**config.mk**
```make
export PLATFORM = sky130hd
export DESIGN_NAME = matrix_multiply_small
export DESIGN_NICKNAME = d
export VERILOG_FILES = /design/src/hdl/mms_pkg.sv /design/src/hdl/matrix_multiply_small.sv
export SDC_FILE = /design/constraint.sdc
export NUM_CORES = 1
export LEC_CHECK = 0
export CAP_MARGIN = 40
export CORE_MARGIN = 8
export CORE_UTILIZATION = 35
export DETAILED_ROUTE_END_ITERATION = 8
export DONT_BUFFER_PORTS = 1
export GPL_TIMING_DRIVEN = 0
export PLACE_DENSITY = 0.52
export SETUP_SLACK_MARGIN = 0.4
export SLEW_MARGIN = 10
export SYNTH_ARGS = -nofsm -noshare
export SYNTH_HDL_FRONTEND = slang
export SYNTH_SLANG_ARGS = --single-unit
```
**constraint.sdc**
```tcl
create_clock -name aclk -period 17.66 [get_ports aclk]
set_input_delay 3.532 -clock aclk [delete_from_list [all_inputs] [get_ports aclk]]
set_output_delay 3.532 -clock aclk [all_outputs]
set_load 0.02 [all_outputs]
```
**src/hdl/mms_pkg.sv**
```systemverilog
package mms_pkg;

    localparam int MAX_ROWS  = 4;
    localparam int MAX_INNER = 4;
    localparam int MAX_COLS  = 4;

    localparam int CFG_W   = 3;
    localparam int IDX_W   = 2;
    localparam int ELEM_W  = 16;
    localparam int PROD_W  = 2 * ELEM_W;
    localparam int ACC_W   = 34;

    localparam int A_DEPTH = MAX_ROWS * MAX_INNER;
    localparam int B_DEPTH = MAX_INNER * MAX_COLS;
    localparam int A_AW    = (A_DEPTH > 1) ? $clog2(A_DEPTH) : 1;
    localparam int B_AW    = (B_DEPTH > 1) ? $clog2(B_DEPTH) : 1;

    localparam logic [CFG_W-1:0] ROWS_RESET  = CFG_W'(3);
    localparam logic [CFG_W-1:0] INNER_RESET = CFG_W'(4);
    localparam logic [CFG_W-1:0] COLS_RESET  = CFG_W'(2);

    typedef enum logic [1:0] {
        MODE_LOAD_A  = 2'd0,
        MODE_LOAD_B  = 2'd1,
        MODE_COMPUTE = 2'd2
    } mode_t;

    typedef enum logic [1:0] {
        CFG_ROWS  = 2'd0,
        CFG_INNER = 2'd1,
        CFG_COLS  = 2'd2
    } cfg_index_t;

    typedef enum logic [1:0] {
        ST_IDLE,
        ST_ISSUE,
        ST_DRAIN,
        ST_EMIT
    } state_t;

    // Zero acts as one, anything above the maximum saturates.
    function automatic logic [CFG_W-1:0] clamp_size(input logic [CFG_W-1:0] v,
                                                    input int max_size);
        logic [CFG_W-1:0] r;
        if (v == '0) begin
            r = CFG_W'(1);
        end else if (int'(v) > max_size) begin
            r = CFG_W'(max_size);
        end else begin
            r = v;
        end
        return r;
    endfunction

endpackage

```
**src/hdl/matrix_multiply_small.sv**
```systemverilog
// Load transactions are accepted back to back.
// A compute transaction emits rows*cols results; each goes through inner
// memory reads on one port per matrix, the read register, the multiply register
// and the output load, longer while m_ready is low. Loads are taken again after the last.
// Reset (aresetn low, synchronous) returns to idle and sets the sizes to 3/4/2;
// matrix memories keep their contents and read undefined until written.
module matrix_multiply_small
    import mms_pkg::*;
(
    input  logic                    aclk,
    input  logic                    aresetn,
    input  logic                    cfg_wen,
    input  logic [1:0]              cfg_addr,
    input  logic [CFG_W-1:0]        cfg_wdata,
    input  logic                    s_valid,
    output logic                    s_ready,
    input  logic [1:0]              s_mode,
    input  logic [IDX_W-1:0]        s_row_index,
    input  logic [IDX_W-1:0]        s_col_index,
    input  logic signed [ELEM_W-1:0] s_element_value,
    output logic                    m_valid,
    input  logic                    m_ready,
    output logic [IDX_W-1:0]        m_out_row,
    output logic [IDX_W-1:0]        m_out_col,
    output logic signed [ACC_W-1:0] m_product_value,
    output logic                    m_last_of_run
);

    logic [CFG_W-1:0] rows_reg, inner_reg, cols_reg;
    logic [CFG_W-1:0] nr, nk, nc;

    state_t           state_reg, state_next;
    logic [CFG_W-1:0] r_reg, r_next, c_reg, c_next, k_reg, k_next;
    logic             issue, out_load, last_elem;

    logic [ELEM_W-1:0]        a_mem [A_DEPTH];
    logic [ELEM_W-1:0]        b_mem [B_DEPTH];
    logic [A_AW-1:0]          a_waddr, a_raddr;
    logic [B_AW-1:0]          b_waddr, b_raddr;
    logic                     s_accept, a_we, b_we;
    logic signed [ELEM_W-1:0] a_rdata_reg, b_rdata_reg;

    logic                     rd_valid_reg, rd_first_reg, rd_last_reg;
    logic                     prod_valid_reg, prod_first_reg, prod_last_reg;
    logic signed [PROD_W-1:0] prod_reg;
    logic signed [ACC_W-1:0]  acc_reg, prod_ext;

    logic                     m_valid_reg, m_last_reg;
    logic [IDX_W-1:0]         m_row_reg, m_col_reg;
    logic signed [ACC_W-1:0]  m_value_reg;

    assign nr = clamp_size(rows_reg, MAX_ROWS);
    assign nk = clamp_size(inner_reg, MAX_INNER);
    assign nc = clamp_size(cols_reg, MAX_COLS);

    // configuration
    always_ff @(posedge aclk) begin
        if (!aresetn) begin
            rows_reg  <= ROWS_RESET;
            inner_reg <= INNER_RESET;
            cols_reg  <= COLS_RESET;
        end else if (cfg_wen) begin
            case (cfg_index_t'(cfg_addr))
                CFG_ROWS:  rows_reg  <= cfg_wdata;
                CFG_INNER: inner_reg <= cfg_wdata;
                CFG_COLS:  cols_reg  <= cfg_wdata;
                default: ;
            endcase
        end
    end

    assign s_ready  = (state_reg == ST_IDLE);
    assign s_accept = s_valid && s_ready;

    assign a_we = s_accept && (s_mode == MODE_LOAD_A)
                  && ({1'b0, s_row_index} < nr) && ({1'b0, s_col_index} < nk);
    assign b_we = s_accept && (s_mode == MODE_LOAD_B)
                  && ({1'b0, s_row_index} < nk) && ({1'b0, s_col_index} < nc);

    assign a_waddr = A_AW'(int'(s_row_index) * MAX_INNER + int'(s_col_index));
    assign b_waddr = B_AW'(int'(s_row_index) * MAX_COLS + int'(s_col_index));
    assign a_raddr = A_AW'(int'(r_reg) * MAX_INNER + int'(k_reg));
    assign b_raddr = B_AW'(int'(k_reg) * MAX_COLS + int'(c_reg));

    // Loads only happen while idle, so reads never overlap a pending write.
    always_ff @(posedge aclk) begin
        if (a_we) begin
            a_mem[a_waddr] <= s_element_value;
        end
        a_rdata_reg <= a_mem[a_raddr];
    end

    always_ff @(posedge aclk) begin
        if (b_we) begin
            b_mem[b_waddr] <= s_element_value;
        end
        b_rdata_reg <= b_mem[b_raddr];
    end

    // sequencer
    assign last_elem = (r_reg == nr - CFG_W'(1)) && (c_reg == nc - CFG_W'(1));

    always_ff @(posedge aclk) begin
        if (!aresetn) begin
            state_reg <= ST_IDLE;
            r_reg     <= '0;
            c_reg     <= '0;
            k_reg     <= '0;
        end else begin
            state_reg <= state_next;
            r_reg     <= r_next;
            c_reg     <= c_next;
            k_reg     <= k_next;
        end
    end

    always_comb begin
        state_next = state_reg;
        r_next     = r_reg;
        c_next     = c_reg;
        k_next     = k_reg;
        issue      = 1'b0;
        out_load   = 1'b0;
        unique case (state_reg)
            ST_IDLE: begin
                if (s_accept && s_mode == MODE_COMPUTE) begin
                    state_next = ST_ISSUE;
                    r_next     = '0;
                    c_next     = '0;
                    k_next     = '0;
                end
            end
            ST_ISSUE: begin
                issue = 1'b1;
                if (k_reg == nk - CFG_W'(1)) begin
                    k_next     = '0;
                    state_next = ST_DRAIN;
                end else begin
                    k_next = k_reg + CFG_W'(1);
                end
            end
            ST_DRAIN: begin
                // final product reaches the accumulator at this edge
                if (prod_valid_reg && prod_last_reg) begin
                    state_next = ST_EMIT;
                end
            end
            ST_EMIT: begin
                if (!m_valid_reg || m_ready) begin
                    out_load = 1'b1;
                    if (last_elem) begin
                        state_next = ST_IDLE;
                    end else begin
                        state_next = ST_ISSUE;
                        if (c_reg == nc - CFG_W'(1)) begin
                            c_next = '0;
                            r_next = r_reg + CFG_W'(1);
                        end else begin
                            c_next = c_reg + CFG_W'(1);
                        end
                    end
                end
            end
            default: state_next = ST_IDLE;
        endcase
    end

    // MAC pipeline: read data, product register, accumulator
    always_ff @(posedge aclk) begin
        if (!aresetn) begin
            rd_valid_reg   <= 1'b0;
            prod_valid_reg <= 1'b0;
        end else begin
            rd_valid_reg   <= issue;
            prod_valid_reg <= rd_valid_reg;
        end
    end

    always_ff @(posedge aclk) begin
        rd_first_reg   <= (k_reg == '0);
        rd_last_reg    <= (k_reg == nk - CFG_W'(1));
        prod_first_reg <= rd_first_reg;
        prod_last_reg  <= rd_last_reg;
        prod_reg       <= a_rdata_reg * b_rdata_reg;
    end

    assign prod_ext = ACC_W'(prod_reg);

    always_ff @(posedge aclk) begin
        if (prod_valid_reg) begin
            acc_reg <= prod_first_reg ? prod_ext : acc_reg + prod_ext;
        end
    end

    // output register
    always_ff @(posedge aclk) begin
        if (!aresetn) begin
            m_valid_reg <= 1'b0;
        end else if (out_load) begin
            m_valid_reg <= 1'b1;
        end else if (m_ready) begin
            m_valid_reg <= 1'b0;
        end
    end

    always_ff @(posedge aclk) begin
        if (out_load) begin
            m_row_reg   <= r_reg[IDX_W-1:0];
            m_col_reg   <= c_reg[IDX_W-1:0];
            m_value_reg <= acc_reg;
            m_last_reg  <= last_elem;
        end
    end

    assign m_valid         = m_valid_reg;
    assign m_out_row       = m_row_reg;
    assign m_out_col       = m_col_reg;
    assign m_product_value = m_value_reg;
    assign m_last_of_run   = m_last_reg;

endmodule

```
==> impl_metrics.env, run 1 <==
export IMPL_synth_cells=2475
export IMPL_routabilityCongestion=0.894
export IMPL_grt_setup_unrepaired="false"
export IMPL_synth_top_cell_area_share=0.484
export IMPL_io_pins=73
export IMPL_holdWs_ps=327
export IMPL_die_x_um=338
export IMPL_start_kind="flop"
export IMPL_core_mm2=0.103
export IMPL_final_cells=4039
export IMPL_synth_common_cells="585 x edfxtp_1, 327 x inv_1, 263 x fa_1"
export IMPL_htree_levels=3
export IMPL_cts_reportedPaths_clkPinSlew_ps=60
export IMPL_synthTopCellsByArea="edfxtp_1 48%, fa_1 15%, mux4_2 9.9%"
export IMPL_top_regs="a_mem (256), b_mem (256)"
export IMPL_seq_area_mm2=0.0194
export IMPL_cts_tree="done"
export IMPL_dp_cells=3900
export IMPL_ys_ff_latch=676
export IMPL_drc=0
export IMPL_hold_viol=0
export IMPL_yosys_warnings=0
export IMPL_grt_usage=0.158
export IMPL_r2r_slack_ps=10690
export IMPL_overflow=0
export IMPL_skew_ps=26.4
export IMPL_cap_violations=0
export IMPL_hold_buffers=0
export IMPL_tns_ps=0
export IMPL_rows=118
export IMPL_required_ps=18130
export IMPL_fin_crit_ps=6970
export IMPL_fillCellCount=9547
export IMPL_root_buffer="clkbuf_16"
export IMPL_grt_pass1_vias=21500
export IMPL_cts_resized=0
export IMPL_synth_nets=2902
export IMPL_cp_max_fo=10
export IMPL_synthToLayoutAreaGrowth_pct=13.5
export IMPL_wl_per_cell_um=22.2
export IMPL_initial_utilization=0.352
export IMPL_finalMaxSlewViolations=0
export IMPL_dr_first_iter_drc_count=1474
export IMPL_crit_type="reg2reg"
export IMPL_synth_edf_count=585
export IMPL_clock_path_buffers=3
export IMPL_max_freq_ghz=0.143
export IMPL_nets=3024
export IMPL_synth_seq_area_share=0.534
export IMPL_antenna_left=0
export IMPL_grt_pass1_wl_um=135000
export IMPL_routed_via_density=5.01
export IMPL_async_flop_share=0
export IMPL_grt_max_degree=33
export IMPL_die_h_um=338
export IMPL_hpwl_um=67000
export IMPL_drive_gt1_frac=0.142
export IMPL_status="complete, no violations"
export IMPL_avgSynthCellArea_um2=14.7
export IMPL_synth_cell_types=76
export IMPL_cp_arrival_ps=7440
export IMPL_vias=20200
export IMPL_yosysTopAreaCell="edfxtp_1"
export IMPL_antenna_found_initial=3
export IMPL_fin_crit_sh=0.395
export IMPL_cts_setup_buffers=0
export IMPL_cts_sinks=676
export IMPL_worst_pin_slew_ps=869
export IMPL_yosysMostFrequentCell="edfxtp_1"
export IMPL_io_buffers=0
export IMPL_critPathCaptureType="flop"
export IMPL_fin_util=0.399
export IMPL_drtPass1Iterations=8
export IMPL_cts_buffers=75
export IMPL_dieArea_mm2=0.114
export IMPL_syn_cell_area_mm2=0.0363
export IMPL_insertion_delay_ps=630
export IMPL_routed_wirelength_um=89700
export IMPL_relSlewSlack=0.421
export IMPL_hold_path_class="reg2reg"
export IMPL_multi_input_area_mm2=0.0155
export IMPL_synth_ff_type="edfxtp_1"
export IMPL_finalSetupViolCount=0
==> worst paths after layout <==
check,startpoint,endpoint,cells past startpoint
max,a_rdata_reg[14],prod_reg[31],20
min,rd_last_reg,prod_last_reg,0
max reg2reg,a_rdata_reg[14],prod_reg[31],20
min reg2reg,rd_last_reg,prod_last_reg,0
==> cells in the final DEF, fill, tap and decap left out, types with 7 or more instances in the layout <==
cell	synthesis	final
and3_1	7	7
a211oi_1	15	15
mux4_2	160	160
nor3_1	23	15
nor2_1	80	55
nor2b_1	12	12
ha_1	132	132
buf_2	10	10
clkinv_1	0	7
edfxtp_1	585	585
nand2b_1	18	18
fa_1	263	263
o211ai_1	10	10
buf_6	0	13
and2_1	130	130
a21oi_1	56	56
nor3_2	0	8
inv_1	327	327
nand3_1	13	13
o31ai_1	12	12
dfxtp_1	91	90
clkinv_2	0	9
o21a_1	12	12
xnor2_1	41	41
nand2_1	199	199
nor2_2	0	20
mux2i_1	12	12
buf_8	0	17
clkbuf_1	67	90
buf_4	1	14
o21ai_0	52	52
xor2_1	29	29
clkbuf_16	0	76
clkbuf_8	0	7
a21o_1	24	24
==> routing by layer <==
metal / vias up / wire [µm] / GRT usage
li1: 9009 / - / -
met1: 10500 / 39400 / 0.215
met2: 612 / 41800 / 0.257
met3: 145 / 6220 / 0.0351
met4: 0 / 2250 / 0.0409
met5: - / 0 / 0
==> through the flow <==
step                      instance area [µm²]  worst slack [ps]
after floorplan                         36300             11470
after global placement                  38000              9810
after detailed placement                38700             10630
after CTS                               41200             10630
after global routing                    41200             10240
final                                   41200             10690
==> worst max-delay path, cell delays in order (launching register included) <==
cell      delay [ps]
dfxtp_1          560
clkbuf_1         570
nand2_1          190
fa_1             530
fa_1             490
fa_1             600
inv_1             70
fa_1             460
fa_1             520
inv_1             50
fa_1             470
inv_1             40
ha_1             340
a21oi_1          220
a21boi_0         120
a311oi_1         420
a21oi_1          180
o211ai_1         410
a41oi_1          240
mux2i_1          180
o311ai_0         160
==> layout make-up <==
class	instances	area share
Sequential cell	676	0.470
Multi-Input combinational cell	1389	0.376
Clock buffer	106	0.0506
Tap cell	1380	0.0419
Inverter	327	0.0298
Timing Repair Buffer	45	0.0131
Clock inverter	31	0.0104
Buffer	83	0.00798
Antenna cell	2	0.000121
==> logic make-up (layout without fill, tap and decap cells) <==
kind of cell / after synthesis / after routing / synth area share
flip-flops: 676 / 676 / 0.534
AND/OR/NAND/NOR: 520 / 520 / 0.0704
buffers and inverters: 410 / 592 / 0.0429
adder cells (fa/ha/maj): 395 / 395 / 0.191
AO/OA/AOI/OAI: 230 / 230 / 0.0420
multiplexers: 174 / 174 / 0.103
XOR/XNOR: 70 / 70 / 0.0169
other: 0 / 2 / 0
Power of run 1 is left out: the tool's default activity adds up to more than one toggle a clock period on the data nets, which glitch-free logic cannot reach.
==> run 2: changes to the inputs <==
- PLACE_DENSITY: 0.52 -> 0.54
- clock period: 17.66 -> 6.4 ns (I/O delays scaled with it)
==> impl_metrics.env, run 2 (synthesis results as in run 1) <==
export IMPL_status="complete, no violations"
export IMPL_io_buffers=0
export IMPL_hold_buffers=0
export IMPL_cts_tree="done"
export IMPL_grt_pass1_vias=21600
export IMPL_die_x_um=338
export IMPL_cp_max_fo=7
export IMPL_seq_area_mm2=0.0195
export IMPL_multi_input_area_mm2=0.0156
export IMPL_met1_usage=0.213
export IMPL_max_freq_ghz=0.166
export IMPL_tns_ps=0
export IMPL_grt_usage=0.155
export IMPL_grt_pass1_wl_um=134000
export IMPL_dieArea_mm2=0.114
export IMPL_worst_pin_slew_ps=860
export IMPL_nets=3052
export IMPL_final_cell_mix="585 x edfxtp_1, 322 x inv_1, 257 x fa_1, 198 x nand2_1, 160 x mux4_2"
export IMPL_cts_reportedPaths_clkPinSlew_ps=60
export IMPL_overflow=0
export IMPL_drive_gt1_frac=0.186
export IMPL_hold_path_class="reg2reg"
export IMPL_required_ps=6890
export IMPL_fin_util=0.406
export IMPL_insertion_delay_ps=640
export IMPL_cts_sinks=676
export IMPL_layout_commonest_cell="edfxtp_1"
export IMPL_initial_utilization=0.352
export IMPL_cp_arrival_ps=6530
export IMPL_clock_path_buffers=3
export IMPL_top_regs="a_mem (256), b_mem (256)"
export IMPL_antenna_left=0
export IMPL_hold_viol=0
export IMPL_dp_cells=3903
export IMPL_skew_ps=35.7
export IMPL_fin_crit_sh=0.944
export IMPL_drc=0
export IMPL_fillCellCount=9445
export IMPL_root_buffer="clkbuf_16"
export IMPL_critPathCaptureType="flop"
export IMPL_routabilityCongestion=0.879
export IMPL_finalSetupViolCount=0
export IMPL_wl_per_cell_um=21.7
export IMPL_htree_levels=3
export IMPL_rows=118
export IMPL_final_cells=4065
export IMPL_holdWs_ps=327
export IMPL_hpwl_um=65600
export IMPL_finalMaxSlewViolations=0
export IMPL_global_route_usage_met2=0.252
export IMPL_routed_wirelength_um=88300
export IMPL_grt_setup_unrepaired="true"
export IMPL_routed_via_density=4.97
export IMPL_crit_type="reg2reg"
export IMPL_gr_max_usage_layer="met2"
export IMPL_r2r_slack_ps=360
export IMPL_vias=20200
export IMPL_io_pins=73
export IMPL_fin_crit_ps=6040
export IMPL_dr_first_iter_drc_count=1386
export IMPL_die_h_um=338
export IMPL_drtPass1Iterations=7
export IMPL_use_met3=0.0302
export IMPL_antenna_found_initial=2
export IMPL_start_kind="flop"
export IMPL_cap_violations=0
export IMPL_relSlewSlack=0.427
export IMPL_core_mm2=0.103
export IMPL_synthToLayoutAreaGrowth_pct=15.5
export IMPL_grt_max_degree=33
export IMPL_cts_buffers=73
run 2: final timing paths:
path | start | to | cells past startpoint
min | rd_last_reg | prod_last_reg | 0
max | b_rdata_reg[4] | prod_reg[31] | 23
min reg2reg | rd_last_reg | prod_last_reg | 0
max reg2reg | b_rdata_reg[4] | prod_reg[31] | 23
run 2: layout make-up:
| class | count | area share |
|---|---|---|
| flip-flops and latches | 676 | 0.465 |
| multi-input cells | 1389 | 0.373 |
| clock buffers | 100 | 0.0479 |
| well taps | 1380 | 0.0412 |
| inverters | 327 | 0.0293 |
| repair buffers | 75 | 0.0193 |
| plain buffers | 83 | 0.0139 |
| clock inverters | 34 | 0.0102 |
| diodes | 1 | 0.0000597 |
run 2: metrics by stage:
| stage | setup WS, ps | area (µm²) |
|---|---|---|
| finish | 359 | 41900 |
| global placement | -483 | 38000 |
| floorplan | 668 | 36300 |
| detailed placement | -534 | 38700 |
| global route | 110 | 41900 |
| CTS | 375 | 41500 |
run 2: per-layer routing:
layer / vias up / share of wire
met5: - / 0
met3: 138 / 0.057
met2: 532 / 0.46
met1: 10500 / 0.45
met4: 0 / 0.025
li1: 9082 / -
run 2: timing repair:
| action | CTS | global route |
|---|---|---|
| buffers inserted | 4 | 22 |
| pin swaps | 8 | 28 |
| resized for setup | 123 | 79 |
| gates cloned | 0 | 1 |
| hold endpoints to repair | 0 | 0 |
| setup endpoints to repair | 15 | 8 |
run 2: critical path: stages, from the launching register on:
cell and delay (ps):
dfxtp_4 380, buf_8 140, and2_4 150, fa_1 480
inv_2 40, fa_1 510, fa_1 610, inv_2 60
fa_1 460, fa_1 560, inv_2 40, fa_1 510
inv_2 50, ha_4 270, nand3_1 90, a21boi_0 340
a311oi_2 60, buf_4 170, a21oi_2 170, o211ai_1 110
buf_4 160, a41oi_2 210, mux2i_1 210, o311ai_1 120
Power of run 2 is left out for the same reason.
